$ cat src/hdl/positional_list_engine_assert.svh
// Assertion macros for the positional list engine.
// Used by modules that have clk_i and rst_ni in scope; no other dependencies.
`ifndef POSITIONAL_LIST_ENGINE_ASSERT_SVH
`define POSITIONAL_LIST_ENGINE_ASSERT_SVH

// Same-cycle implication, disabled while reset is applied.
`define PLE_ASSERT_IMP(lbl, cond, prop, msg) \
  lbl: assert property (@(posedge clk_i) disable iff (!rst_ni) (cond) |-> (prop)) \
    else $error(msg);

// Next-cycle implication, disabled while reset is applied.
`define PLE_ASSERT_NXT(lbl, cond, prop, msg) \
  lbl: assert property (@(posedge clk_i) disable iff (!rst_ni) (cond) |=> (prop)) \
    else $error(msg);

`endif

$ cat src/hdl/ple_pkg.sv
// Shared types for the positional list engine: request and result payloads,
// operation kinds and status codes. No dependencies.
package ple_pkg;

  // Operation kinds carried in the request
  typedef enum logic [2:0] {
    K_INS_HEAD = 3'd0,
    K_INS_TAIL = 3'd1,
    K_INS_AT   = 3'd2,
    K_DEL_HEAD = 3'd3,
    K_DEL_TAIL = 3'd4,
    K_DEL_AT   = 3'd5,
    K_SEARCH   = 3'd6
  } ple_kind_e;

  // Result status codes
  typedef enum logic [2:0] {
    ST_OK       = 3'd0,
    ST_EMPTY    = 3'd1,
    ST_BOUNDS   = 3'd2,
    ST_FULL     = 3'd3,
    ST_NOTFOUND = 3'd4
  } ple_status_e;

  typedef struct packed {
    logic [2:0]         kind;
    logic signed [31:0] value;
    logic [5:0]         position;
  } ple_req_t;

  typedef struct packed {
    ple_status_e status;
    logic [4:0]  found_index;
    logic [5:0]  length;
  } ple_result_t;

endpackage

$ cat src/hdl/positional_list_engine.sv
// Positional list engine: bounded ordered list of signed 32-bit values.
// One request in, one result out, valid/stall on both channels.
// Depends on ple_pkg, ple_seq and ple_store.
//
// Requests on in_data_i are taken when in_valid_i is high and in_stall_o low.
// in_stall_o stays high while a request is being worked on; one request is
// processed at a time. Each request yields one result on out_data_o.
// Each request walks the entry store, one entry moved or compared per cycle:
//   an insert at p moves the entries from p to the tail up by one, a
//   delete at p moves the entries above p down by one, and a search compares
//   entries from the head until a match or the end of the list; requests that
//   end in a status only (bounds, full, empty) skip the walk.
// The output register frees the sequencer once a result is handed over, so a
// new request can start while the receiver still stalls the last result;
// a second result waits in the sequencer until the output register drains.
// Reset empties the list at once (length zero); no clearing pass is needed,
// since entries at or above the length are never read.
module positional_list_engine
  import ple_pkg::*;
#(
  parameter int unsigned CAPACITY = 32
) (
  input  logic        clk_i,
  input  logic        rst_ni,
  input  logic        in_valid_i,
  output logic        in_stall_o,
  input  ple_req_t    in_data_i,
  output logic        out_valid_o,
  input  logic        out_stall_i,
  output ple_result_t out_data_o
);

  localparam int unsigned AW = $clog2(CAPACITY);

  logic          seq_idle;
  logic          start;
  logic          res_valid;
  logic          res_take;
  ple_result_t   res;
  logic          mem_we;
  logic [AW-1:0] mem_waddr;
  logic [31:0]   mem_wdata;
  logic [AW-1:0] mem_raddr;
  logic [31:0]   mem_rdata;

  logic          out_valid_q;
  ple_result_t   out_data_q;

  // input transfer only while the sequencer is idle
  assign in_stall_o = !seq_idle;
  assign start      = in_valid_i && seq_idle;

  // result moves into the output register when it is empty or draining
  assign res_take = res_valid && (!out_valid_q || !out_stall_i);

  ple_seq #(
    .CAPACITY(CAPACITY)
  ) u_seq (
    .clk_i       (clk_i),
    .rst_ni      (rst_ni),
    .start_i     (start),
    .req_i       (in_data_i),
    .idle_o      (seq_idle),
    .res_valid_o (res_valid),
    .res_o       (res),
    .res_take_i  (res_take),
    .mem_we_o    (mem_we),
    .mem_waddr_o (mem_waddr),
    .mem_wdata_o (mem_wdata),
    .mem_raddr_o (mem_raddr),
    .mem_rdata_i (mem_rdata)
  );

  ple_store #(
    .CAPACITY(CAPACITY)
  ) u_store (
    .clk_i   (clk_i),
    .we_i    (mem_we),
    .waddr_i (mem_waddr),
    .wdata_i (mem_wdata),
    .raddr_i (mem_raddr),
    .rdata_o (mem_rdata)
  );

  // output register valid
  always_ff @(posedge clk_i or negedge rst_ni) begin
    if (!rst_ni) begin
      out_valid_q <= 1'b0;
    end else if (res_take) begin
      out_valid_q <= 1'b1;
    end else if (!out_stall_i) begin
      out_valid_q <= 1'b0;
    end
  end

  // output register payload
  always_ff @(posedge clk_i) begin
    if (res_take) begin
      out_data_q <= res;
    end
  end

  assign out_valid_o = out_valid_q;
  assign out_data_o  = out_data_q;

endmodule

$ cat src/hdl/ple_store.sv
// Entry storage for the positional list engine: one write port and one
// registered read port. Depends on nothing but its parameter.
module ple_store #(
  parameter int unsigned CAPACITY = 32,
  localparam int unsigned AW = $clog2(CAPACITY)
) (
  input  logic          clk_i,
  input  logic          we_i,
  input  logic [AW-1:0] waddr_i,
  input  logic [31:0]   wdata_i,
  input  logic [AW-1:0] raddr_i,
  output logic [31:0]   rdata_o
);

  logic [31:0] mem_q [CAPACITY];
  logic [31:0] rdata_q;

  // write port
  always_ff @(posedge clk_i) begin
    if (we_i) begin
      mem_q[waddr_i] <= wdata_i;
    end
  end

  // registered read port
  always_ff @(posedge clk_i) begin
    rdata_q <= mem_q[raddr_i];
  end

  assign rdata_o = rdata_q;

endmodule

$ cat src/hdl/ple_seq.sv
// Sequencer for the positional list engine: decodes a request, walks the
// entry store one entry per cycle to shift or search, holds the result.
// Depends on ple_pkg and positional_list_engine_assert.svh.
`include "positional_list_engine_assert.svh"

module ple_seq
  import ple_pkg::*;
#(
  parameter int unsigned CAPACITY = 32,
  localparam int unsigned AW = $clog2(CAPACITY),
  localparam int unsigned CW = $clog2(CAPACITY + 1)
) (
  input  logic          clk_i,
  input  logic          rst_ni,
  input  logic          start_i,
  input  ple_req_t      req_i,
  output logic          idle_o,
  output logic          res_valid_o,
  output ple_result_t   res_o,
  input  logic          res_take_i,
  output logic          mem_we_o,
  output logic [AW-1:0] mem_waddr_o,
  output logic [31:0]   mem_wdata_o,
  output logic [AW-1:0] mem_raddr_o,
  input  logic [31:0]   mem_rdata_i
);

  // compare width wide enough for both the position field and the count
  localparam int unsigned XW = (CW > 6) ? CW : 6;

  typedef enum logic [2:0] {
    S_IDLE,
    S_INS,
    S_INS_FIN,
    S_DEL,
    S_SRCH,
    S_DONE
  } state_e;

  state_e      state_q, state_d;
  logic [CW-1:0] count_q, count_d;
  logic [CW-1:0] at_q, at_d;
  logic [CW-1:0] idx_q, idx_d;
  logic [CW-1:0] widx_q, widx_d;
  logic          pend_q, pend_d;
  logic [31:0]   val_q, val_d;
  ple_status_e   status_q, status_d;
  logic [4:0]    found_q, found_d;

  logic [XW-1:0] pos_x, cnt_x, at_x;
  logic [CW-1:0] raddr_full, waddr_full;

  assign pos_x = XW'(req_i.position);
  assign cnt_x = XW'(count_q);

  // next-state and memory port logic
  always_comb begin
    state_d    = state_q;
    count_d    = count_q;
    at_d       = at_q;
    idx_d      = idx_q;
    widx_d     = widx_q;
    pend_d     = pend_q;
    val_d      = val_q;
    status_d   = status_q;
    found_d    = found_q;
    at_x       = '0;
    mem_we_o   = 1'b0;
    waddr_full = widx_q;
    mem_wdata_o = mem_rdata_i;
    raddr_full = idx_q;

    case (state_q)
      S_IDLE: begin
        if (start_i) begin
          val_d    = req_i.value;
          status_d = ST_OK;
          found_d  = '0;
          pend_d   = 1'b0;
          case (req_i.kind)
            K_INS_HEAD, K_INS_TAIL, K_INS_AT: begin
              if (req_i.kind == K_INS_HEAD) begin
                at_x = '0;
              end else if (req_i.kind == K_INS_TAIL) begin
                at_x = cnt_x;
              end else begin
                at_x = pos_x;
              end
              if (at_x > cnt_x) begin
                status_d = ST_BOUNDS;
                state_d  = S_DONE;
              end else if (count_q >= CW'(CAPACITY)) begin
                status_d = ST_FULL;
                state_d  = S_DONE;
              end else begin
                at_d    = CW'(at_x);
                idx_d   = count_q;
                state_d = S_INS;
              end
            end
            K_DEL_HEAD, K_DEL_TAIL, K_DEL_AT: begin
              if (req_i.kind == K_DEL_HEAD) begin
                at_x = '0;
              end else if (req_i.kind == K_DEL_TAIL) begin
                at_x = cnt_x - XW'(1);
              end else begin
                at_x = pos_x;
              end
              if (count_q == '0) begin
                status_d = ST_EMPTY;
                state_d  = S_DONE;
              end else if (at_x >= cnt_x) begin
                status_d = ST_BOUNDS;
                state_d  = S_DONE;
              end else begin
                idx_d   = CW'(at_x);
                state_d = S_DEL;
              end
            end
            K_SEARCH: begin
              idx_d   = '0;
              state_d = S_SRCH;
            end
            default: begin
              state_d = S_DONE;
            end
          endcase
        end
      end

      // open the gap: move entry idx-1 up to idx, from the tail down
      S_INS: begin
        if (pend_q) begin
          mem_we_o = 1'b1;
        end
        if (idx_q > at_q) begin
          raddr_full = idx_q - CW'(1);
          widx_d     = idx_q;
          idx_d      = idx_q - CW'(1);
          pend_d     = 1'b1;
        end else begin
          pend_d  = 1'b0;
          state_d = S_INS_FIN;
        end
      end

      S_INS_FIN: begin
        mem_we_o    = 1'b1;
        waddr_full  = at_q;
        mem_wdata_o = val_q;
        count_d     = count_q + CW'(1);
        state_d     = S_DONE;
      end

      // close the gap: move entry idx+1 down to idx, from the position up
      S_DEL: begin
        if (pend_q) begin
          mem_we_o = 1'b1;
        end
        if ((idx_q + CW'(1)) < count_q) begin
          raddr_full = idx_q + CW'(1);
          widx_d     = idx_q;
          idx_d      = idx_q + CW'(1);
          pend_d     = 1'b1;
        end else begin
          pend_d  = 1'b0;
          count_d = count_q - CW'(1);
          state_d = S_DONE;
        end
      end

      // linear scan; read data of entry widx is compared in the cycle after its read
      S_SRCH: begin
        if (pend_q && (mem_rdata_i == val_q)) begin
          status_d = ST_OK;
          found_d  = 5'(widx_q);
          pend_d   = 1'b0;
          state_d  = S_DONE;
        end else if (idx_q < count_q) begin
          raddr_full = idx_q;
          widx_d     = idx_q;
          idx_d      = idx_q + CW'(1);
          pend_d     = 1'b1;
        end else begin
          status_d = ST_NOTFOUND;
          pend_d   = 1'b0;
          state_d  = S_DONE;
        end
      end

      S_DONE: begin
        if (res_take_i) begin
          state_d = S_IDLE;
        end
      end

      default: begin
        state_d = S_IDLE;
      end
    endcase
  end

  assign mem_waddr_o = waddr_full[AW-1:0];
  assign mem_raddr_o = raddr_full[AW-1:0];

  // state and registered outputs
  always_ff @(posedge clk_i or negedge rst_ni) begin
    if (!rst_ni) begin
      state_q  <= S_IDLE;
      count_q  <= '0;
      at_q     <= '0;
      idx_q    <= '0;
      widx_q   <= '0;
      pend_q   <= 1'b0;
      val_q    <= '0;
      status_q <= ST_OK;
      found_q  <= '0;
    end else begin
      state_q  <= state_d;
      count_q  <= count_d;
      at_q     <= at_d;
      idx_q    <= idx_d;
      widx_q   <= widx_d;
      pend_q   <= pend_d;
      val_q    <= val_d;
      status_q <= status_d;
      found_q  <= found_d;
    end
  end

  assign idle_o             = (state_q == S_IDLE);
  assign res_valid_o        = (state_q == S_DONE);
  assign res_o.status       = status_q;
  assign res_o.found_index  = found_q;
  assign res_o.length       = 6'(count_q);

  // count only moves while an operation is in flight
  `PLE_ASSERT_NXT(a_count_hold, (state_q == S_IDLE || state_q == S_DONE),
                  (count_q == $past(count_q)), "count changed outside an operation")
  // shifts never write past the capacity
  `PLE_ASSERT_IMP(a_write_range, mem_we_o, (waddr_full < CW'(CAPACITY)),
                  "write beyond capacity")
  // a full status is only reported on a full list
  `PLE_ASSERT_IMP(a_full_status, (state_q == S_DONE && status_q == ST_FULL),
                  (count_q == CW'(CAPACITY)), "full status on a list that is not full")

endmodule
$ cat config.mk
export PLATFORM = sky130hd
export DESIGN_NAME = positional_list_engine
export DESIGN_NICKNAME = d
export VERILOG_FILES = /design/src/hdl/ple_pkg.sv /design/src/hdl/positional_list_engine.sv /design/src/hdl/ple_store.sv /design/src/hdl/ple_seq.sv
export VERILOG_INCLUDE_DIRS = /design/src /design/src/hdl
export SDC_FILE = /design/constraint.sdc
export NUM_CORES = 2
export LEC_CHECK = 0
export BUFFER_PORTS_ARGS = -buffer_cell sky130_fd_sc_hd__buf_4
export CORE_ASPECT_RATIO = 0.5
export CORE_MARGIN = 4
export CORE_UTILIZATION = 50
export DETAILED_ROUTE_END_ITERATION = 12
export PLACE_DENSITY_LB_ADDON = 0.1
export SYNTH_ARGS = -nofsm -noshare
export SYNTH_HDL_FRONTEND = slang
export SYNTH_SLANG_ARGS = --single-unit
$ cat constraint.sdc
create_clock -name clk_i -period 8.6 [get_ports clk_i]
set_input_delay 1.72 -clock clk_i [delete_from_list [all_inputs] [get_ports clk_i]]
set_output_delay 1.72 -clock clk_i [all_outputs]
set_load 0.01 [all_outputs]
* Word level (Yosys, flattened, before mapping) *
Memories as Yosys holds them, arrays and structs flattened. A register that Yosys moved wholly into a read port is not among the register bits.
Cells that the tools add are included.

cells by class
  mux-type cells = 67
  multiply operators = 0
  bitwise logic cells = 2
  equality and inequality tests = 28
  shift operators = 0
  $lt $le $gt $ge = 6
  divide/modulo/power cells = 0
  add/sub/neg operators = 4
  reductions and logical operators = 26

operator list
  operator                                                count
  two-way mux 6 bit                                       20
  two-way mux 3 bit                                       15
  two-way mux 5 bit                                       7
  == test 32 bit                                          1
  two-way mux 32 bit                                      1
  case mux 6 bit (4 select lines)                         1
  case mux 5 bit (2 select lines)                         2
  case mux 3 bit (6 select lines)                         1
  case mux 6 bit (3 select lines)                         1
  == test 3 bit (second input constant)                   5
  case mux 5 bit (3 select lines)                         1
  AND reduction 5 bit                                     3
  inequality test 2 x 1 -> 1 bit (second input constant)  7
  adder 6 x 1 -> 6 bit (second input constant)            2
  == test 3 x 2 -> 1 bit (second input constant)          4
  > comparator 6 bit                                      2
  less-than comparator 6 bit                              2
  inequality test 3 bit (second input constant)           4
  case mux 3 bit (2 select lines)                         2
  case mux 6 bit (2 select lines)                         1
  subtractor 6 x 1 -> 6 bit (second input constant)       2
  two-way mux 1 bit                                       10
  case mux 3 bit (3 select lines)                         1
  AND reduction 9 bit                                     1
  22 further kinds                                        37

storage, ports and cells
  bits in writable memories = 1024
  memory bits (read-only) = 0
  logic and storage cells = 147
  input bits = 45
  memories = 1
  register bits after elaboration = 82
  bits in latches = 0
  output and inout bits = 16

memories
  name           depth  width  read ports  clocked after Yosys merged registers in  wr ports  RTL line         text
  u_store.mem_q  32     32     1           1                                        1         ple_store.sv:15  logic [31:0] mem_q [CAPACITY];

* Depth between registers and ports, before layout *
  depth in word-level cells = 12
  gate-level depth with buffers = 18

* By module *
From an unflattened synthesis, not the netlist that was laid out.

second synthesis, totals
  cells, all modules = 2922
  area, all modules = 46338.2 um2

modules (own cells, without submodules)
  module                  times used  area an instance (um2)  cells an instance  sequential area each (um2)
  ple_store               1           40492.6                 2260               31390.1
  ple_seq                 1           5371.4                  643                1676.6
  positional_list_engine  1           474.2                   19                 445.4

* Worst setup path after synthesis *
OpenSTA, ideal clock, no wires.

  path type = input port to flip-flop
  start = in in_data_i[38] (netlist name)
  end = reg u_seq.idx_q[5]
  arrival time = 4576 ps
  buffers on the path = 2
  setup slack = 3897 ps
  setup time = 128 ps
  data required time = 8472 ps
  cell stages on the path = 15
  cell sequence = clkbuf_1 > inv_1 > clkbuf_1 > a21oi_1 > a311o_1 > ha_1 > nand2b_1 > a21o_1 > a21o_1 > a211oi_1 > a21o_1 > nand2_1 > o211ai_1 > nand2_1 > mux2_1

between the ends
  longest elaborated chain between the ends = 11
  elaborated cells on any way between the ends = 32

ends and longest elaborated chain
  element                                                                                     RTL line                      text
  from (decl)                                                                                 positional_list_engine.sv:27  input ple_req_t in_data_i,
  parallel branches: the longest is 11 deep, another holds greater-or-equal comparator 6 bit  -
  to (signal assigned)                                                                        ple_seq.sv:222                idx_q <= idx_d;
  to (decl)                                                                                   ple_seq.sv:43                 logic [CW-1:0] idx_q, idx_d;

Parallel ways; which one is timed is not known. The select of a mux whose other input is x is not followed.
A chain may end at the register's enable or synchronous reset.

* Worst setup path in the final report *
  start = reg u_seq.idx_q[0]
  end = reg u_store.rdata_q[13], in the netlist u_store.rdata_o[13], read port of u_store.mem_q

between the ends
  longest elaborated chain between the ends = 4
  elaborated cells on any way between the ends = 7

ends and longest elaborated chain
  element                              RTL line         text
  adder 6 x 1 -> 6 bit                 ple_seq.sv:160   if ((idx_q + CW'(1)) < count_q) begin
  less-than comparator 6 bit           ple_seq.sv:160
  two-way mux 6 bit                    ple_seq.sv:160
  case mux 5 bit (2 select lines) (*)  ple_seq.sv:73    case (state_q)
  to (decl)                            ple_store.sv:16  logic [31:0] rdata_q;

Mark *: on every way between the ends. The rest lies on a longest branch, timed or not.

==> flow_summary.rst <==
.. list-table::
   :header-rows: 1

   * - Metric
     - Value
   * - Headroom to the max-slew limit
     - 20.19%
   * - Number of port buffers
     - 60
   * - Number of maximum-capacitance violations
     - 0
   * - Horizontal die dimension
     - 438.4 um
   * - Drt total wl
     - 135500 um
   * - GP Congestion
     - 0.8329
   * - Fill cell instance count of the final layout
     - 7125
   * - Fin cells
     - 4414
   * - Number of flip-flops and latches in the synthesized netlist
     - 1138
   * - Pins over their slew limit
     - 0
   * - Initial Utilization
     - 50.76%
   * - Required time worst endpoint
     - 9.18 ns
   * - Post-synthesis simple-gate area fraction
     - 9.185%
   * - DRC Markers
     - 0
   * - Power per cell area
     - 444.6 nW/um^2
   * - Setup violation total in the final timing report
     - 0
   * - Post-cts sizing count
     - 0
   * - Worst-path maximum fanout
     - 123
   * - Portion of total power attributed to the clock network
     - 19.5%
   * - Initial antenna violation count
     - 1
   * - Parity-gate share of the synthesized area counting xor and xnor cells
     - 0.8888%
   * - Total I/O pin count
     - 61
   * - Power consumption
     - 22900 uW
   * - Cell class contributing the biggest share of worst-path delay
     - simple AND/OR/NAND/NOR gates
   * - Dominant combinational cell family by area after synthesis
     - simple AND/OR/NAND/NOR gates
   * - Syn_nets
     - 3122
   * - Largest cells by area after synthesis
     - edfxtp_1 (67%), nand2_1 (4.3%), mux4_2 (4.0%)
   * - Vias in the first global route
     - 26550
   * - Sink Count
     - 1138
   * - Transition time of the tightest slew-check pin
     - 1.197 ns
   * - CTS tree
     - yes
   * - Routed via count divided by cell count
     - 6.360
   * - Ys Warns
     - 0
   * - Number of antenna diodes
     - 0
   * - Critical path startpoint category
     - flop
   * - Outcome
     - completed
   * - Clock root buffer master
     - clkbuf_16
   * - F_max
     - 0.1772 GHz
   * - Maximum number of pins on one net before global-route repair
     - 133
   * - Reg clk slew, reported paths
     - 0.07 ns
   * - Leakage power of the design
     - 0.01701 uW
   * - Die footprint
     - 97860 sq um
   * - CTS Buffer Depth
     - 3
   * - First-pass GRT wire length
     - 193500 um
   * - Number of detailed-route iterations in the first pass
     - 5
   * - Critical setup path kind
     - flop to flop
   * - Cell-by-cell trace of the critical path
     - ha_1 -> nand3_1 -> xnor2_1 -> ha_1 -> and3_1 -> o21ai_2 -> nand3_1 -> mux2i_4 -> buf_4 -> nand3_4 -> buf_12 -> mux4_2 -> a22oi_1 -> nand4_1
   * - Period Utilization, post-route
     - 65.62%
   * - Worst Setup End Kind
     - flop
   * - Final number of hold-violating endpoints
     - 0
   * - Worst path bufs/invs
     - 2
   * - Hold/Removal Path Class
     - flop to flop
   * - Syn_area_per_cell
     - 15.22 sq um
   * - Cell Count Post-Placement
     - 4227
   * - Mux share of post-synthesis cell area
     - 7.977%
   * - TritonCTS buffer count
     - 99
   * - Share of power burned in combinational logic
     - 45.8%
   * - Total non-filler cell area in the finished layout
     - 51510 sq um
   * - Drt initial violations
     - 3925
   * - Max stage delay cell, worst path
     - nand3_4
   * - Cell variety after synth
     - 86
   * - Clock Latency Late Sink
     - 0.71 ns
   * - Final critical path time including I/O delays and setup
     - 5.643 ns
   * - Overall via count from detail_route
     - 28070
   * - Share of the synthesized area in compound gates (AO/OA/AOI/OAI)
     - 6.489%
   * - Hold-fix buffers, CTS
     - 0
   * - Synth-to-Final Area Change
     - 11.22%
   * - Flop pwr share
     - 34.8%
   * - Placed Instance Area
     - 48310 sq um
   * - Pre-CTS setup slack
     - 3.207 ns
   * - DRT antenna net count
     - 0
   * - Most common cell in the netlist
     - edfxtp_1
   * - Depth of the CTS H-tree
     - 3
   * - Final HPWL from detailed placement
     - 72820 um
   * - Instance count of the mapped netlist
     - 3044
   * - Maximum VDD drop
     - 0.0005836 V
   * - Maximum clock skew at final layout
     - 0.02564 ns
   * - Most used flip-flop cell after synthesis
     - edfxtp_1
   * - Most area-hungry cell type in the Yosys netlist
     - edfxtp_1
   * - Fraction of registers with async set/reset
     - 5.975%
   * - Core Box Area
     - 91250 sq um
   * - Net Sw Frac
     - 42.06%
   * - Post-layout net count
     - 3166
   * - Total net switching power
     - 9631 uW
   * - Internal power contribution
     - 13270 uW
   * - Adder-cell share of the synthesized area
     - 0.8915%
   * - Height of the die
     - 223.2 um
   * - Final worst slack
     - 2.957 ns
   * - Count of flip-flops with a built-in enable after synthesis
     - 1038
   * - Number of post-CTS setup repair buffers
     - 0
   * - Arrival time reported for the critical path endpoint
     - 6.22 ns
   * - Sequential element share of the synthesized area
     - 72.36%
   * - Remaining global-route overflow
     - 0
   * - RSZ-0062 raised after global routing
     - no
   * - Ratio of cells with drive above 1 in the final layout
     - 16.04%
   * - Average wire per cell in the routed design
     - 30.70 um
   * - Total global routing track utilization
     - 27.58%
   * - Cell area after technology mapping
     - 46320 sq um
   * - Commonest cells post-synth
     - edfxtp_1 (1038), nand2_1 (533), nand3_1 (177), mux2i_1 (98), clkbuf_1 (94)
   * - Share of the synthesized area in the top cell type
     - 67.30%
   * - Number of placement rows
     - 78
   * - Final total negative setup slack
     - 0 ns
   * - CP max stage delay
     - 0.76 ns
## stage by stage
stage | hold slack, ns | util, %
2_1_floorplan | 0.4231 | -
3_3_place_gp | 0.4355 | 52.95
3_5_place_dp | 0.4388 | 52.95
4_1_cts | 0.4536 | 56.45
5_1_grt | 0.4662 | 56.45
6_report | 0.4471 | 56.45
## flip-flops by register name, summed over array words and instances, names as in the netlist
| signal | count |
|---|---|
| u_seq.at_q | 6 |
| u_seq.status_q | 3 |
| u_seq.pend_q | 1 |
| u_seq.idx_q | 6 |
| u_seq.state_q | 3 |
| u_store.mem_q | 1024 |
| u_seq.val_q | 32 |
| u_seq.cnt_x | 6 |
| out_valid_o | 1 |
| u_store.rdata_o | 32 |
| u_seq.found_q | 5 |
| u_seq.widx_q | 5 |
| out_data_o | 14 |
## cell type report
class	instances	area, sq um	area share [%]
repair buffers	130	1026	1.992
clock buffers	134	2754	5.346
flip-flops and latches	1138	33510	65.05
inverters	25	93.84	0.1822
clock inverters	53	446.7	0.8671
multi-input cells	1694	12130	23.55
well taps	1240	1551	3.012
## power groups by stage
stage,Combinational [uW],Clock (uW),Sequential [uW]
2_1_floorplan,7180,0,7840
5_1_grt,11200,4780,8000
3_5_place_dp,10400,0,8080
3_3_place_gp,10300,0,8070
6_report,10500,4460,7960
4_1_cts,10400,4510,7960
## per-layer routing
metal	up-vias	track usage [%]	share of wire (%)
li1	11920	-	-
met1	14610	42.23	44
met2	1364	40.61	44
met3	184	5.720	9.9
met4	0	6.780	2.3
met5	-	0	0
## logic make-up (layout without fill, tap and decap cells)
kind of cell	count (synthesis)	count (layout)
buffers and inverters	212	342
adders and majority gates	33	33
DFF	1138	1138
muxes	256	256
and+or+nand+nor	949	949
AOI/OAI and AO/OA	409	409
xor gates and xnor gates	47	47
## cell usage in the layout (no fill, tap or decap), types with 22 or more instances in the layout
master,count
nor4_1,29
nand3_1,176
ha_1,33
nor2_1,35
nand4_1,72
dfxtp_1,32
mux2_2,74
a21o_1,27
a32oi_1,43
nor2_4,36
dfrtp_1,68
o21ai_0,67
edfxtp_1,1038
clkbuf_16,103
nand2_1,532
buf_4,126
inv_1,24
mux2i_1,97
mux4_2,83
a21oi_1,22
xnor2_1,40
clkbuf_1,25
a31oi_1,92
## path summary, 6_finish.rpt
| kind | cells past startpoint | slack [ns] | to | start |
|---|---|---|---|---|
| setup / recovery | 14 | 2.96 | u_store.rdata_o[13] | u_seq.idx_q[0] |
| hold / removal | 0 | 0.45 | out_data_o[9] | u_seq.found_q[3] |
| setup reg to reg | 14 | 2.96 | u_store.rdata_o[13] | u_seq.idx_q[0] |
| hold reg to reg | 0 | 0.45 | out_data_o[9] | u_seq.found_q[3] |
| max in group asynchronous | 2 | 6.63 | u_seq.val_q[26] | rst_ni |
| min in group asynchronous | 1 | 1.00 | u_seq.cnt_x[4] | rst_ni |
Note: power is estimated with default switching activity, not from simulation.
